### src/sfe_pkg.sv
// Types, constants and round-function helpers for the Feistel cipher block.
// No dependencies; used by every module of the block.
`default_nettype none

package sfe_pkg;

   localparam int BLOCK_W   = 32;
   localparam int HALF_W    = 16;
   localparam int KEY_DEPTH = 32;
   localparam int KEY_IDX_W = 5;
   localparam int QUEUE_DEPTH = 2;

   typedef enum logic [0:0] {
      CMD_LOAD    = 1'b0,
      CMD_ENCRYPT = 1'b1
   } cmd_type;

   typedef struct packed {
      cmd_type              cmd;
      logic [BLOCK_W-1:0]   data;   // load: {idx, key} in low bits; encrypt: block
   } q_entry_type;

   typedef struct packed {
      logic        push;
      q_entry_type entry;
   } q_push_type;

   typedef struct packed {
      logic        full;
      logic        empty;
   } q_status_type;

   localparam logic [3:0] SBOX [16] = '{
      4'hC, 4'h5, 4'h6, 4'hB, 4'h9, 4'h0, 4'hA, 4'hD,
      4'h3, 4'hE, 4'hF, 4'h8, 4'h4, 4'h7, 4'h1, 4'h2
   };

   // Output bit j (MSB first) takes input bit PERM[j] (MSB first).
   localparam logic [3:0] PERM [16] = '{
      4'd7, 4'd13, 4'd1, 4'd8, 4'd11, 4'd14, 4'd2, 4'd5,
      4'd4, 4'd10, 4'd15, 4'd0, 4'd3, 4'd6, 4'd9, 4'd12
   };

   function automatic logic [HALF_W-1:0] sub16(input logic [HALF_W-1:0] v);
      logic [HALF_W-1:0] r;
      r = '0;
      for (int n = 0; n < HALF_W / 4; n++) begin
         r[4*n +: 4] = SBOX[v[4*n +: 4]];
      end
      return r;
   endfunction

   function automatic logic [HALF_W-1:0] perm16(input logic [HALF_W-1:0] v);
      logic [HALF_W-1:0] r;
      r = '0;
      for (int j = 0; j < HALF_W; j++) begin
         r[HALF_W-1-j] = v[4'(HALF_W-1) - PERM[j]];
      end
      return r;
   endfunction

endpackage

`default_nettype wire

### src/sfe_front.sv
// Front end: takes request transfers, classifies them and packs queue entries.
// Depends on sfe_pkg.
`default_nettype none

module sfe_front (
   input  wire logic                              req_valid,
   output logic                                   req_ready,
   input  wire logic                              req_command,
   input  wire logic [sfe_pkg::KEY_IDX_W-1:0]     req_key_index,
   input  wire logic [sfe_pkg::HALF_W-1:0]        req_key_value,
   input  wire logic [sfe_pkg::BLOCK_W-1:0]       req_plain_block,
   input  wire sfe_pkg::q_status_type             q_status,
   output sfe_pkg::q_push_type                    q_push
);

   sfe_pkg::cmd_type cmd;

   always_comb begin
      cmd       = sfe_pkg::cmd_type'(req_command);
      req_ready = !q_status.full;

      q_push.push       = req_valid && !q_status.full;
      q_push.entry.cmd  = cmd;
      q_push.entry.data = '0;
      unique case (cmd)
         sfe_pkg::CMD_LOAD: begin
            q_push.entry.data[sfe_pkg::HALF_W-1:0] = req_key_value;
            q_push.entry.data[sfe_pkg::KEY_IDX_W+sfe_pkg::HALF_W-1:sfe_pkg::HALF_W] =
               req_key_index;
         end
         sfe_pkg::CMD_ENCRYPT: begin
            q_push.entry.data = req_plain_block;
         end
         default: begin
            q_push.entry.data = '0;
         end
      endcase
   end

endmodule

`default_nettype wire

### src/sfe_queue.sv
// Short FIFO between the front end and the round engine.
// Depends on sfe_pkg.
`default_nettype none

module sfe_queue (
   input  wire logic                  clock,
   input  wire logic                  reset,
   input  wire sfe_pkg::q_push_type   q_push,
   input  wire logic                  q_pop,
   output sfe_pkg::q_status_type      q_status,
   output sfe_pkg::q_entry_type       q_head
);

   localparam int PTR_W = (sfe_pkg::QUEUE_DEPTH > 1) ? $clog2(sfe_pkg::QUEUE_DEPTH) : 1;
   localparam int CNT_W = $clog2(sfe_pkg::QUEUE_DEPTH + 1);
   localparam logic [CNT_W-1:0] FULL_CNT = CNT_W'(sfe_pkg::QUEUE_DEPTH);
   localparam logic [PTR_W-1:0] LAST_PTR = PTR_W'(sfe_pkg::QUEUE_DEPTH - 1);

   sfe_pkg::q_entry_type slot_ff [sfe_pkg::QUEUE_DEPTH];
   logic [PTR_W-1:0]     wr_ptr_ff, wr_ptr_in;
   logic [PTR_W-1:0]     rd_ptr_ff, rd_ptr_in;
   logic [CNT_W-1:0]     count_ff,  count_in;
   logic                 do_push, do_pop;

   always_comb begin
      q_status.full  = (count_ff == FULL_CNT);
      q_status.empty = (count_ff == '0);
      q_head         = slot_ff[rd_ptr_ff];

      do_push = q_push.push && !q_status.full;
      do_pop  = q_pop && !q_status.empty;

      wr_ptr_in = wr_ptr_ff;
      rd_ptr_in = rd_ptr_ff;
      if (do_push) begin
         wr_ptr_in = (wr_ptr_ff == LAST_PTR) ? '0 : wr_ptr_ff + 1'b1;
      end
      if (do_pop) begin
         rd_ptr_in = (rd_ptr_ff == LAST_PTR) ? '0 : rd_ptr_ff + 1'b1;
      end
      priority if (do_push && !do_pop) begin
         count_in = count_ff + 1'b1;
      end else if (do_pop && !do_push) begin
         count_in = count_ff - 1'b1;
      end else begin
         count_in = count_ff;
      end
   end

   always_ff @(posedge clock) begin
      if (reset) begin
         wr_ptr_ff <= '0;
         rd_ptr_ff <= '0;
         count_ff  <= '0;
      end else begin
         wr_ptr_ff <= wr_ptr_in;
         rd_ptr_ff <= rd_ptr_in;
         count_ff  <= count_in;
      end
   end

   always_ff @(posedge clock) begin
      if (do_push) begin
         slot_ff[wr_ptr_ff] <= q_push.entry;
      end
   end

endmodule

`default_nettype wire

### src/sfe_back.sv
// Back end: round-key store, one shared round unit and the result register.
// Depends on sfe_pkg.
`default_nettype none

module sfe_back #(
   parameter int ROUNDS = 32
) (
   input  wire logic                             clock,
   input  wire logic                             reset,
   input  wire sfe_pkg::q_status_type            q_status,
   input  wire sfe_pkg::q_entry_type             q_head,
   output logic                                  q_pop,
   output logic                                  rsp_valid,
   input  wire logic                             rsp_ready,
   output logic [sfe_pkg::BLOCK_W-1:0]           rsp_cipher_block
);

   localparam int HW = sfe_pkg::HALF_W;
   localparam int IW = sfe_pkg::KEY_IDX_W;
   localparam logic [IW-1:0] LAST_ROUND = IW'(ROUNDS - 1);

   typedef enum logic [1:0] {
      ST_IDLE,
      ST_RUN,
      ST_FLUSH
   } state_type;

   state_type            state_ff, state_in;
   logic [IW-1:0]        round_ff, round_in;
   logic [HW-1:0]        left_ff, left_in;
   logic [HW-1:0]        right_ff, right_in;
   logic                 rsp_valid_ff, rsp_valid_in;
   logic [sfe_pkg::BLOCK_W-1:0] rsp_data_ff, rsp_data_in;

   logic [HW-1:0]        key_store [sfe_pkg::KEY_DEPTH];
   logic [HW-1:0]        key_rd_ff;
   logic [IW-1:0]        key_rd_addr;
   logic                 key_wr;
   logic [IW-1:0]        key_wr_addr;
   logic [HW-1:0]        key_wr_data;
   logic [HW-1:0]        f_val;

   assign rsp_valid        = rsp_valid_ff;
   assign rsp_cipher_block = rsp_data_ff;

   always_comb begin
      q_pop       = (state_ff == ST_IDLE) && !q_status.empty;
      key_wr      = q_pop && (q_head.cmd == sfe_pkg::CMD_LOAD);
      key_wr_addr = q_head.data[IW+HW-1:HW];
      key_wr_data = q_head.data[HW-1:0];
      // prefetch: key for round 0 at start, then the following round's key
      key_rd_addr = (state_ff == ST_IDLE) ? '0 : round_ff + 1'b1;
      f_val       = sfe_pkg::perm16(sfe_pkg::sub16(key_rd_ff ^ right_ff));

      state_in     = state_ff;
      round_in     = round_ff;
      left_in      = left_ff;
      right_in     = right_ff;
      rsp_valid_in = rsp_valid_ff && !rsp_ready;
      rsp_data_in  = rsp_data_ff;

      unique case (state_ff)
         ST_IDLE: begin
            if (q_pop && (q_head.cmd == sfe_pkg::CMD_ENCRYPT)) begin
               left_in  = q_head.data[2*HW-1:HW];
               right_in = q_head.data[HW-1:0];
               round_in = '0;
               state_in = ST_RUN;
            end
         end
         ST_RUN: begin
            left_in  = right_ff;
            right_in = left_ff ^ f_val;
            if (round_ff == LAST_ROUND) begin
               state_in = ST_FLUSH;
            end else begin
               round_in = round_ff + 1'b1;
            end
         end
         ST_FLUSH: begin
            if (!rsp_valid_ff || rsp_ready) begin
               rsp_valid_in = 1'b1;
               rsp_data_in  = {left_ff, right_ff};
               state_in     = ST_IDLE;
            end
         end
         default: begin
            state_in = ST_IDLE;
         end
      endcase
   end

   always_ff @(posedge clock) begin
      if (reset) begin
         state_ff     <= ST_IDLE;
         rsp_valid_ff <= 1'b0;
      end else begin
         state_ff     <= state_in;
         rsp_valid_ff <= rsp_valid_in;
      end
      round_ff    <= round_in;
      left_ff     <= left_in;
      right_ff    <= right_in;
      rsp_data_ff <= rsp_data_in;
   end

   always_ff @(posedge clock) begin
      if (key_wr) begin
         key_store[key_wr_addr] <= key_wr_data;
      end
      key_rd_ff <= key_store[key_rd_addr];
   end

endmodule

`default_nettype wire

### src/slim_feistel_encrypt.sv
// Encrypt: a request is queued, popped in ST_IDLE, run through ROUNDS rounds in ST_RUN
// by the single round unit at one round per cycle, and loaded into the result register in
// ST_FLUSH once it is free; a new block is taken only after that. Key loads drain at one
// per cycle while the sequencer is idle. Reset clears the queue, the round sequencer
// and the result valid; the key store is not cleared and must be loaded first.
// Top level of the Feistel cipher; depends on sfe_pkg, sfe_front, sfe_queue, sfe_back.
`default_nettype none

module slim_feistel_encrypt #(
   parameter int ROUNDS = 32
) (
   input  wire logic                              clock,
   input  wire logic                              reset,
   input  wire logic                              req_valid,
   output logic                                   req_ready,
   input  wire logic                              req_command,
   input  wire logic [sfe_pkg::KEY_IDX_W-1:0]     req_key_index,
   input  wire logic [sfe_pkg::HALF_W-1:0]        req_key_value,
   input  wire logic [sfe_pkg::BLOCK_W-1:0]       req_plain_block,
   output logic                                   rsp_valid,
   input  wire logic                              rsp_ready,
   output logic [sfe_pkg::BLOCK_W-1:0]            rsp_cipher_block
);

   sfe_pkg::q_push_type   q_push;
   sfe_pkg::q_status_type q_status;
   sfe_pkg::q_entry_type  q_head;
   logic                  q_pop;

   sfe_front u_front (
      .req_valid       (req_valid),
      .req_ready       (req_ready),
      .req_command     (req_command),
      .req_key_index   (req_key_index),
      .req_key_value   (req_key_value),
      .req_plain_block (req_plain_block),
      .q_status        (q_status),
      .q_push          (q_push)
   );

   sfe_queue u_queue (
      .clock    (clock),
      .reset    (reset),
      .q_push   (q_push),
      .q_pop    (q_pop),
      .q_status (q_status),
      .q_head   (q_head)
   );

   sfe_back #(
      .ROUNDS (ROUNDS)
   ) u_back (
      .clock            (clock),
      .reset            (reset),
      .q_status         (q_status),
      .q_head           (q_head),
      .q_pop            (q_pop),
      .rsp_valid        (rsp_valid),
      .rsp_ready        (rsp_ready),
      .rsp_cipher_block (rsp_cipher_block)
   );

endmodule

`default_nettype wire

### config.mk
export PLATFORM = sky130hd
export DESIGN_NAME = slim_feistel_encrypt
export DESIGN_NICKNAME = d
export VERILOG_FILES = /design/src/sfe_pkg.sv /design/src/sfe_front.sv /design/src/sfe_queue.sv /design/src/sfe_back.sv /design/src/slim_feistel_encrypt.sv
export SDC_FILE = /design/constraint.sdc
export NUM_CORES = 1
export LEC_CHECK = 0
export ABC_AREA = 1
export BUFFER_PORTS_ARGS = -buffer_cell sky130_fd_sc_hd__buf_4
export CORE_UTILIZATION = 60
export CTS_BUF_LIST = sky130_fd_sc_hd__clkbuf_16
export CTS_CLUSTER_DIAMETER = 30
export DETAILED_ROUTE_END_ITERATION = 10
export HOLD_SLACK_MARGIN = 0.12
export PLACE_DENSITY_LB_ADDON = 0.2
export SETUP_SLACK_MARGIN = 0.2
export SLEW_MARGIN = 20
export SYNTH_ARGS = -nofsm -noshare
export SYNTH_HDL_FRONTEND = slang
export SYNTH_HIERARCHICAL = 1
export SYNTH_SLANG_ARGS = --single-unit
### constraint.sdc
create_clock -name clock -period 3.7 [get_ports clock]
set_clock_uncertainty 0.2 [all_clocks]
set_input_delay 0.185 -clock clock [delete_from_list [all_inputs] [get_ports clock]]
set_output_delay 0.185 -clock clock [all_outputs]
set_load 0.03 [all_outputs]
### Yosys cells after proc, flatten, opt, wreduce, memory -nomap -nowiden

Memories as Yosys holds them, arrays and structs flattened. A register that Yosys moved wholly into a read port is not among the register bits.
Cells that the tools add are included.

| operators by class | value |
|---|---|
| add/sub/neg operators | 5 |
| bitwise logic cells | 8 |
| reduce and logical (&&, ||, !) cells | 24 |
| equal/unequal tests | 8 |
| muxes and demuxes | 34 |
| order comparisons | 4 |

Operator list:

| kind | count |
|---|---|
| $pmux W16 S2 | 2 |
| $pmux W21 S2 | 1 |
| $mux W16 | 2 |
| $mux W4 | 8 |
| $xor A16 B16 Y16 | 2 |
| $ge A5 B5 Y1 const B | 4 |
| $not A4 Y5 | 4 |
| $mux W5 | 3 |
| $mux W11 | 1 |
| $mux W1 | 10 |
| $mux W2 | 5 |
| $pmux W5 S2 | 1 |
| $logic_and A1 B1 Y1 | 9 |
| $logic_not A1 Y1 | 6 |
| $pmux W2 S3 | 1 |
| $reduce_and A3 Y1 | 2 |
| $add A5 B1 Y5 const B | 1 |
| $eq A5 B5 Y1 const B | 1 |
| $eq A2 B2 Y1 const B | 2 |
| $logic_not A2 Y1 | 2 |
| $ne A2 B1 Y1 const B | 2 |
| $ne A2 B2 Y1 const B | 2 |
| $reduce_and A2 Y1 | 2 |
| $reduce_bool A2 Y1 | 2 |
| 6 further kinds | 8 |

| storage, ports and cells | value |
|---|---|
| input bits | 58 |
| memories kept | 6 |
| bits in read-only memories | 256 |
| logic and storage cells | 98 |
| output and inout bits | 34 |
| RAM bits | 578 |
| flip-flop bits (word level) | 76 |

Memories:

| name | words | width | read ports | clocked after Yosys merged registers in | write ports | line | RTL |
|---|---|---|---|---|---|---|---|
| u_back.key_store | 32 | 16 | 1 | 1 | 1 | sfe_back.sv:35 | `logic [HW-1:0] key_store [sfe_pkg::KEY_DEPTH];` |
| u_queue.slot_ff | 2 | 33 | 1 | 1 | 1 | sfe_queue.sv:19 | `sfe_pkg::q_entry_type slot_ff [sfe_pkg::QUEUE_DEPTH];` |
| (name not given) | 16 | 4 | 1 | 0 | 0 | sfe_pkg.sv:48 | `r[4*n +: 4] = SBOX[v[4*n +: 4]];` |
| (name not given) | 16 | 4 | 1 | 0 | 0 | sfe_pkg.sv:48 |  |
| (name not given) | 16 | 4 | 1 | 0 | 0 | sfe_pkg.sv:48 |  |
| (name not given) | 16 | 4 | 1 | 0 | 0 | sfe_pkg.sv:48 |  |

### Logic depth before layout (Yosys ltp)

Gate-level depths: netlist (run 1).

| depth | value |
|---|---|
| depth in word-level cells | 8 |
| mapped depth | 13 |

### By module

Netlist (run 1), hierarchy kept.

By module, submodules not included:

| module | sequential area each (µm²) | area each (µm²) | cells an instance | times used |
|---|---|---|---|---|
| sfe_back | 17827.1 | 26497.9 | 2643 | 1 |
| sfe_queue | 2082.0 | 2790.2 | 140 | 1 |
| sfe_front | 0.0 | 444.2 | 96 | 1 |

### Worst setup path before layout (run 1)

OpenSTA, ideal clock, no wires.

| timing path | value |
|---|---|
| kind | reg-to-reg |
| start | register u_queue.count_ff[0] |
| end | memory u_queue/slot_ff[1][0] in the netlist's numbering (enable) |
| buffers on the path | 0 |
| arrival time | 2118 ps |
| slack | 959 ps |
| required time | 3077 ps |
| clock period less this slack | 2741 ps |
| stages on the path, launching flop included | 5 |
| path through | dfxtp_1 -> nor2_1 -> nor2_1 -> o21ai_2 -> nor2_1 |

RTL lines:

| what | line | RTL |
|---|---|---|
| from (decl) | sfe_queue.sv:22 | `logic [CNT_W-1:0] count_ff, count_in;` |
| from (signal assigned) | sfe_queue.sv:58 | `count_ff <= count_in;` |
| to (decl) | sfe_queue.sv:19 |  |

### Worst setup path in the final report (run 1)

| timing path | value |
|---|---|
| start | register u_back.round_ff[0] |
| end | register u_back.key_rd_ff[2] (read register of u_back.key_store) |

| between the ends | value |
|---|---|
| cells in the longest elaborated chain, start to end | 2 |

Ends and longest elaborated chain:

| what | line | RTL |
|---|---|---|
| from (decl) | sfe_back.sv:29 | `logic [IW-1:0] round_ff, round_in;` |
| from (signal assigned) | sfe_back.sv:101 | `round_ff <= round_in;` |
| $add A5 B1 Y5 | sfe_back.sv:52 | `key_rd_addr = (state_ff == ST_IDLE) ? '0 : round_ff + 1'b1;` |
| $mux W5 | sfe_back.sv:52 |  |
| to (decl) | sfe_back.sv:36 | `logic [HW-1:0] key_rd_ff;` |

Every way passes these cells.
A chain may end at the register's enable or synchronous reset.

==> impl_metrics.env, run 1 <==
export IMPL_p_total_uw=31400
export IMPL_synth_top_cell_area_share=0.653
export IMPL_finalSetupViolations=0
export IMPL_drive_gt1_frac=0.131
export IMPL_crit_type="reg -> reg"
export IMPL_dp_slack_ns=0.773
export IMPL_wl_per_cell_um=21.5
export IMPL_dr_pass1_iters=6
export IMPL_fin_ws_ns=0.661
export IMPL_wl_met1_mm=32.1
export IMPL_cts_buffer_depth=3
export IMPL_min_from="req_plain_block[27]"
export IMPL_synth_seq_cells=671
export IMPL_h_tree_depth=4
export IMPL_synth_xor_area_share=0.00501
export IMPL_mostFrequentLayoutCells="nand2_1, edfxtp_1, inv_1, nand3_1, nor2_1"
export IMPL_synth_simple_gate_area_frac=0.213
export IMPL_dp_final_hpwl_mm=45.6
export IMPL_fin_crit_sh=0.821
export IMPL_synth_compound_area_share=0.00829
export IMPL_routed_wl_mm=83.7
export IMPL_grt_pass1_wl_mm=126
export IMPL_cts_made_buffers=132
export IMPL_maxCapViolCount=0
export IMPL_antenna_found_initial=2
export IMPL_grt_start_max_net_pins=86
export IMPL_syn_inst=2879
export IMPL_tns_ns=0
export IMPL_cts_resized=0
export IMPL_ys_seq_area_frac=0.670
export IMPL_outcome="complete, no violations"
export IMPL_hold_class="in -> reg"
export IMPL_top_layer_used="met4"
export IMPL_hold_violations=0
export IMPL_avgViaCountPerCell=5.65
export IMPL_clock_fmax_mhz=329
export IMPL_worst_slew_pin_slew_ns=1.11
export IMPL_num_rows=81
export IMPL_syn_nets=2952
export IMPL_wl_met3_mm=9.57
export IMPL_post_cts_repair_setup_buffers=0
export IMPL_worstPathArrival_ns=3.41
export IMPL_slew_headroom=0.256
export IMPL_pin_count=92
export IMPL_max_vdd_ir_drop_mv=0.719
export IMPL_grt_overflow=0
export IMPL_cp_start_kind="flip-flop"
export IMPL_synth_main_ff_cell="edfxtp_1"
export IMPL_ctsRootBufferMaster="clkbuf_16"
export IMPL_drt_drc_violations_left=0
export IMPL_min_to="u_queue/slot_ff[0][27]"
export IMPL_synthesis_area_um2=29700
export IMPL_yosys_warnings=6
export IMPL_hold_depth=4
export IMPL_layout_area_overhead_vs_synth_pct=22.5
export IMPL_num_vias=22000
export IMPL_syn_area_per_cell_um2=10.3
export IMPL_post_route_util=0.744
export IMPL_cts_tree="done"
export IMPL_place_gp_congestion=0.987
export IMPL_register_area_um2=19900
export IMPL_dieWidth_um=225
export IMPL_drv_slew=0
export IMPL_fin_crit_ns=3.04
export IMPL_synth_mux_area_frac=0.0163
export IMPL_synth_top_family_by_area="simple AND/OR/NAND/NOR gates"
export IMPL_synth_adder_area_share=0.00631
export IMPL_timing_rr_end="u_back/key_rd_ff[2]"
export IMPL_port_buffers=91
export IMPL_core_area_um2=49000
export IMPL_synth_cell_types=31
export IMPL_pwr_density_cell_nw_per_um2=863
export IMPL_grt_usage=0.340
export IMPL_wl_met2_mm=39.1
export IMPL_final_common_cell="nand2_1"
export IMPL_async_flop_share=0
export IMPL_cts_sinks=671
export IMPL_grt_setup_unrepaired="no"
export IMPL_fin_nets=3196
export IMPL_rr_startpoint="u_back/round_ff[0]"
export IMPL_crit_required_ns=4.07
export IMPL_synth_top_cell_by_area="edfxtp_1"
export IMPL_synth_edf_count=647
export IMPL_nFillCells=3146
export IMPL_clkLatencyLatePin_ns=0.70
export IMPL_ant_nets=0
export IMPL_dieArea_um2=50400
export IMPL_reg2reg_setup_slack_ns=0.66
export IMPL_multiInputGateArea_um2=7440
export IMPL_synth_area_leaders="edfxtp_1, nand2_1, nand3_1"
export IMPL_p_leak_uw=0.0156
export IMPL_grt_pass1_vias=21500
export IMPL_drt_initial_drc_count=2874
export IMPL_r2r_cells=9
export IMPL_start_util=0.607
export IMPL_clk_pin_slew_ns=0.05
export IMPL_die_h_um=225
export IMPL_worst_setup_path_end_kind="flip-flop"
export IMPL_cp_max_fo=77
-- critical path, stage by stage, from the launching register on --
cell and delay (ns):
edfxtp_1 0.53, inv_6 0.46, buf_4 0.78, nand3_1 0.15, nand3_1 0.13, nand3_1 0.08, nand3_1 0.17, nand2_1 0.07
nand2_1 0.16, nand2_1 0.10
-- through the flow --
step	cells	hold slack [ns]	cell area [um^2]
after floorplan	2879	0.0541	29700
after global placement	3575	0.192	31200
after detailed placement	3575	0.195	31200
after CTS	3885	0.122	36400
after global routing	3885	0.159	36400
final	3887	0.162	36400
-- synthesized netlist by cell type (all sizes together), types with 5 or more instances --
cell	count
buf	109
clkbuf	23
dfxtp	24
edfxtp	647
ha	15
inv	449
mux2	33
nand2	740
nand3	451
nor2	319
o211ai	5
o21ai	29
xnor2	12
xor2	5
-- flip-flops by register name, indices dropped and copies added (netlist names), named ones only --
name / count
u_back/key_rd_ff: 16
u_back/key_store: 512
u_back/left_ff: 16
u_back/right_ff: 16
u_back/round_ff: 5
u_back/rsp_cipher_block: 32
u_back/rsp_valid: 1
u_back/state_ff: 2
u_queue/count_ff: 2
u_queue/rd_ptr_ff: 1
u_queue/slot_ff: 66
u_queue/wr_ptr_ff: 1
-- worst max-delay path by stage --
stage / cells after the start / end / from / slack (ns)
4_1_cts: 9 / u_back/key_rd_ff[7] / u_back/round_ff[0] / 0.76
2_1_floorplan: 4 / u_queue/slot_ff[1][0] / u_queue/count_ff[0] / 0.96
3_5_place_dp: 9 / u_back/key_rd_ff[7] / u_back/round_ff[0] / 0.77
3_3_place_gp: 9 / u_back/key_rd_ff[7] / u_back/round_ff[0] / 0.82
5_1_grt: 9 / u_back/key_rd_ff[2] / u_back/round_ff[0] / 0.49
6_report: 9 / u_back/key_rd_ff[2] / u_back/round_ff[0] / 0.66
-- timing repair --
| action | CTS | global route |
|---|---|---|
| endpoints found under the hold margin | 112 | 0 |
| endpoints found under the setup margin | 0 | 0 |
| hold buffers | 78 | 0 |
-- per-layer routing --
metal  global-route usage  up-vias
li1                     -     9895
met1                0.459    10400
met2                0.524     1423
met3               0.0840      220
met4                0.153        0
met5                    0        -
-- final cells by class --
| cell class | count | area share |
|---|---|---|
| Sequential cell | 671 | 0.547 |
| Clock inverter | 91 | 0.0235 |
| Multi-Input combinational cell | 1627 | 0.204 |
| Inverter | 449 | 0.0466 |
| Antenna cell | 2 | 0.000137 |
| Tap cell | 664 | 0.0228 |
| Clock buffer | 141 | 0.0969 |
| Timing Repair Buffer | 242 | 0.0587 |
-- cells by family after synthesis --
family / after synthesis
multiplexers: 33
buffers and inverters: 581
flip-flops: 671
XOR/XNOR: 17
adder cells (fa/ha/maj): 15
AND/OR/NAND/NOR: 1519
AO/OA/AOI/OAI: 43
-- report_power, final --
group,internal (uW),switching (uW),leakage [uW]
Clock,7850,3830,0.00220
Combinational,2530,6730,0.00734
Sequential,9990,505,0.00607
Note: power is estimated with default switching activity, not from simulation.
==> run 2: changes to the inputs <==
--- a/config.mk
+++ b/config.mk
@@ -5,9 +5,9 @@
 export SDC_FILE = /design/constraint.sdc
 export NUM_CORES = 1
 export LEC_CHECK = 0
-export ABC_AREA = 1
+export ABC_AREA = 0
 export BUFFER_PORTS_ARGS = -buffer_cell sky130_fd_sc_hd__buf_4
-export CORE_UTILIZATION = 60
+export CORE_UTILIZATION = 56
 export CTS_BUF_LIST = sky130_fd_sc_hd__clkbuf_16
 export CTS_CLUSTER_DIAMETER = 30
 export DETAILED_ROUTE_END_ITERATION = 10
==> constraint.sdc (replaced) <==
create_clock -name clock -period 2.79 [get_ports clock]
set_clock_uncertainty 0.2 [all_clocks]
set_input_delay 0.1395 -clock clock [delete_from_list [all_inputs] [get_ports clock]]
set_output_delay 0.1395 -clock clock [all_outputs]
set_load 0.03 [all_outputs]
==> impl_metrics.env, run 2 <==
export IMPL_antenna_found_initial=4
export IMPL_dieArea_um2=49500
export IMPL_crit_required_ns=3.11
export IMPL_slew_headroom=0.335
export IMPL_grt_pass1_vias=17700
export IMPL_port_buffers=91
export IMPL_critical_path_cell_chain="ha_4 -> buf_12 -> mux2_2 -> o21ai_0 -> a21oi_1 -> nor3_1 -> o32ai_1"
export IMPL_cts_buffer_depth=3
export IMPL_yosys_warnings=6
export IMPL_async_flop_share=0
export IMPL_hold_ws_ns=0.149
export IMPL_fin_crit_sh=0.956
export IMPL_swShare=0.352
export IMPL_h_tree_depth=3
export IMPL_worst_slew_pin_slew_ns=0.997
export IMPL_cp_max_fo=20
export IMPL_drt_drc_violations_left=0
export IMPL_grt_start_max_net_pins=63
export IMPL_clkLatencyLatePin_ns=0.66
export IMPL_stdcell_area_um2=35800
export IMPL_max_vdd_ir_drop_mv=0.774
export IMPL_synth_edf_count=647
export IMPL_ant_nets=0
export IMPL_crit_buf_inv=1
export IMPL_num_rows=80
export IMPL_worstPathArrival_ns=2.99
export IMPL_dp_final_hpwl_mm=43.9
export IMPL_combPwrFrac=0.380
export IMPL_syn_inst=1725
export IMPL_worst_setup_path_end_kind="flip-flop"
export IMPL_synthTopCellsByCount="edfxtp_1, nand2_1, mux2i_1"
export IMPL_internal_power_uw=29800
export IMPL_core_area_um2=47800
export IMPL_pin_count=92
export IMPL_start_util=0.569
export IMPL_power_frac_seq=0.304
export IMPL_drt_initial_drc_count=2326
export IMPL_ys_seq_area_frac=0.731
export IMPL_synth_area_leaders="edfxtp_1, mux2i_1, mux2_2"
export IMPL_cts_tree="done"
export IMPL_fin_crit_ns=2.67
export IMPL_die_h_um=222
export IMPL_ctsRootBufferMaster="clkbuf_16"
export IMPL_crit_type="reg -> reg"
export IMPL_largest_register="u_back/key_store"
export IMPL_synth_top_cell_by_area="edfxtp_1"
export IMPL_synth_top_cell_area_share=0.714
export IMPL_path_depth=7
export IMPL_cts_made_buffers=120
export IMPL_synth_main_ff_cell="edfxtp_1"
export IMPL_final_common_cell="edfxtp_1"
export IMPL_p_sw_uw=16200
export IMPL_grt_setup_unrepaired="yes"
export IMPL_wl_per_cell_um=28.1
export IMPL_register_area_um2=19900
export IMPL_largest_reg_flops=512
export IMPL_cp_start_kind="flip-flop"
export IMPL_clock_fmax_mhz=375
export IMPL_avgViaCountPerCell=6.45
export IMPL_pwr_density_cell_nw_per_um2=1290
export IMPL_r2r_cells=7
export IMPL_hold_class="in -> reg"
export IMPL_syn_area_per_cell_um2=15.8
export IMPL_placed_area_um2=29900
export IMPL_synth_cell_types=57
export IMPL_synth_most_common_cell="edfxtp_1"
export IMPL_hold_violations=0
export IMPL_maxCapViolCount=0
export IMPL_fin_nets=2116
export IMPL_finalSetupViolations=0
export IMPL_post_route_util=0.748
export IMPL_clk_pin_slew_ns=0.05
export IMPL_multiInputGateArea_um2=7670
export IMPL_grt_pass1_wl_mm=112
export IMPL_p_leak_uw=0.0125
export IMPL_grt_usage=0.311
export IMPL_outcome="complete, no violations"
export IMPL_drv_slew=0
export IMPL_clockPowerShare=0.316
export IMPL_nFillCells=2700
export IMPL_crit_family="simple AND/OR/NAND/NOR gates"
export IMPL_synth_seq_cells=671
export IMPL_cts_sinks=671
export IMPL_slowest_delay_ns=0.52
export IMPL_dieWidth_um=222
export IMPL_dr_pass1_iters=8
export IMPL_num_vias=17800
export IMPL_tns_ns=0
export IMPL_grt_overflow=0
export IMPL_drive_gt1_frac=0.318
export IMPL_slowest_stage="nor3_1"
export IMPL_mostFrequentLayoutCells="edfxtp_1, buf_4, clkbuf_16, nand2_1, mux2i_1"
export IMPL_synthesis_area_um2=27200
export IMPL_hold_depth=3
export IMPL_layout_area_overhead_vs_synth_pct=31.4
export IMPL_place_gp_congestion=0.922
export IMPL_routed_wl_mm=77.8
export IMPL_syn_nets=1798
## run 2: changes by cell type after synthesis, sizes merged, moves of 53 or more
| cell | change |
|---|---|
| nand3 | -407 |
| mux2 | +54 |
| mux2i | +116 |
| nand2 | -618 |
| nor2 | -262 |
| inv | -422 |
| a21oi | +53 |
## run 2: final cells by class
| class | count | area share |
|---|---|---|
| diodes | 1 | 0.0000700 |
| clock buffers | 124 | 0.0868 |
| clock inverters | 104 | 0.0283 |
| inverters | 27 | 0.00283 |
| multi-input cells | 914 | 0.214 |
| flip-flops and latches | 671 | 0.557 |
| well taps | 615 | 0.0215 |
| repair buffers | 309 | 0.0894 |
## run 2: cell families (layout without fill, tap and decap cells)
logic type / Yosys count / count (layout) / share of synthesized area
other cells: 0 / 1 / 0
compound gates: 349 / 349 / 0.0883
simple gates: 289 / 289 / 0.0478
mux: 213 / 213 / 0.0869
buf+inv: 140 / 564 / 0.0232
flops: 671 / 671 / 0.731
xor+xnor: 48 / 48 / 0.0154
fa+ha+maj: 15 / 15 / 0.00689
## run 2: final timing paths
| kind | from | to | slack (ns) |
|---|---|---|---|
| worst max-delay path | u_back/round_ff[0] | u_back/key_rd_ff[11] | 0.12 |
| worst min-delay path | req_plain_block[31] | u_queue/slot_ff[0][31] | 0.15 |
| worst min register to register | u_back/left_ff[11] | u_back/rsp_cipher_block[27] | 0.27 |
| worst max register to register | u_back/round_ff[0] | u_back/key_rd_ff[11] | 0.12 |
## run 2: what timing repair did
item	in CTS	in global routing
buffers inserted	10	6
pin swaps	4	17
hold buffers	60	0
gates cloned	7	2
hold endpoints to repair	74	0
setup endpoints to repair	253	114
resized for setup	74	90
## run 2: through the flow
step           cells  worst slack [ns]  total power (uW)
6_report        2765             0.122             46100
5_1_grt         2764             0.101             47400
4_1_cts         2756             0.144             44700
3_5_place_dp    2451            -0.294             28600
3_3_place_gp    2451            -0.250             28200
2_1_floorplan   1725            0.0362             23100
## run 2: worst register-to-register path: cells and delay by family, from the launching register on
kind                       cells  cell delay (ns)
AOI/OAI and AO/OA              3             0.37
adders and majority gates      1             0.41
buffers and inverters          1             0.21
DFF                            1             0.46
muxes                          1             0.37
and+or+nand+nor                1             0.52
## run 2: power groups by stage
stage | Clock, uW | Sequential, uW | Combinational, uW
after floorplan | 0 | 13700 | 9390
after global placement | 0 | 14100 | 14100
after detailed placement | 0 | 14100 | 14500
after CTS | 14600 | 13900 | 16100
after global routing | 15100 | 14000 | 18300
final | 14600 | 14000 | 17500
## run 2: per-layer routing
layer,GRT usage,routed length (um),vias up
met5,0,13,-
li1,-,-,7510
met1,0.415,29800,8918
met3,0.0780,8270,220
met4,0.153,3400,2
met2,0.480,36300,1180
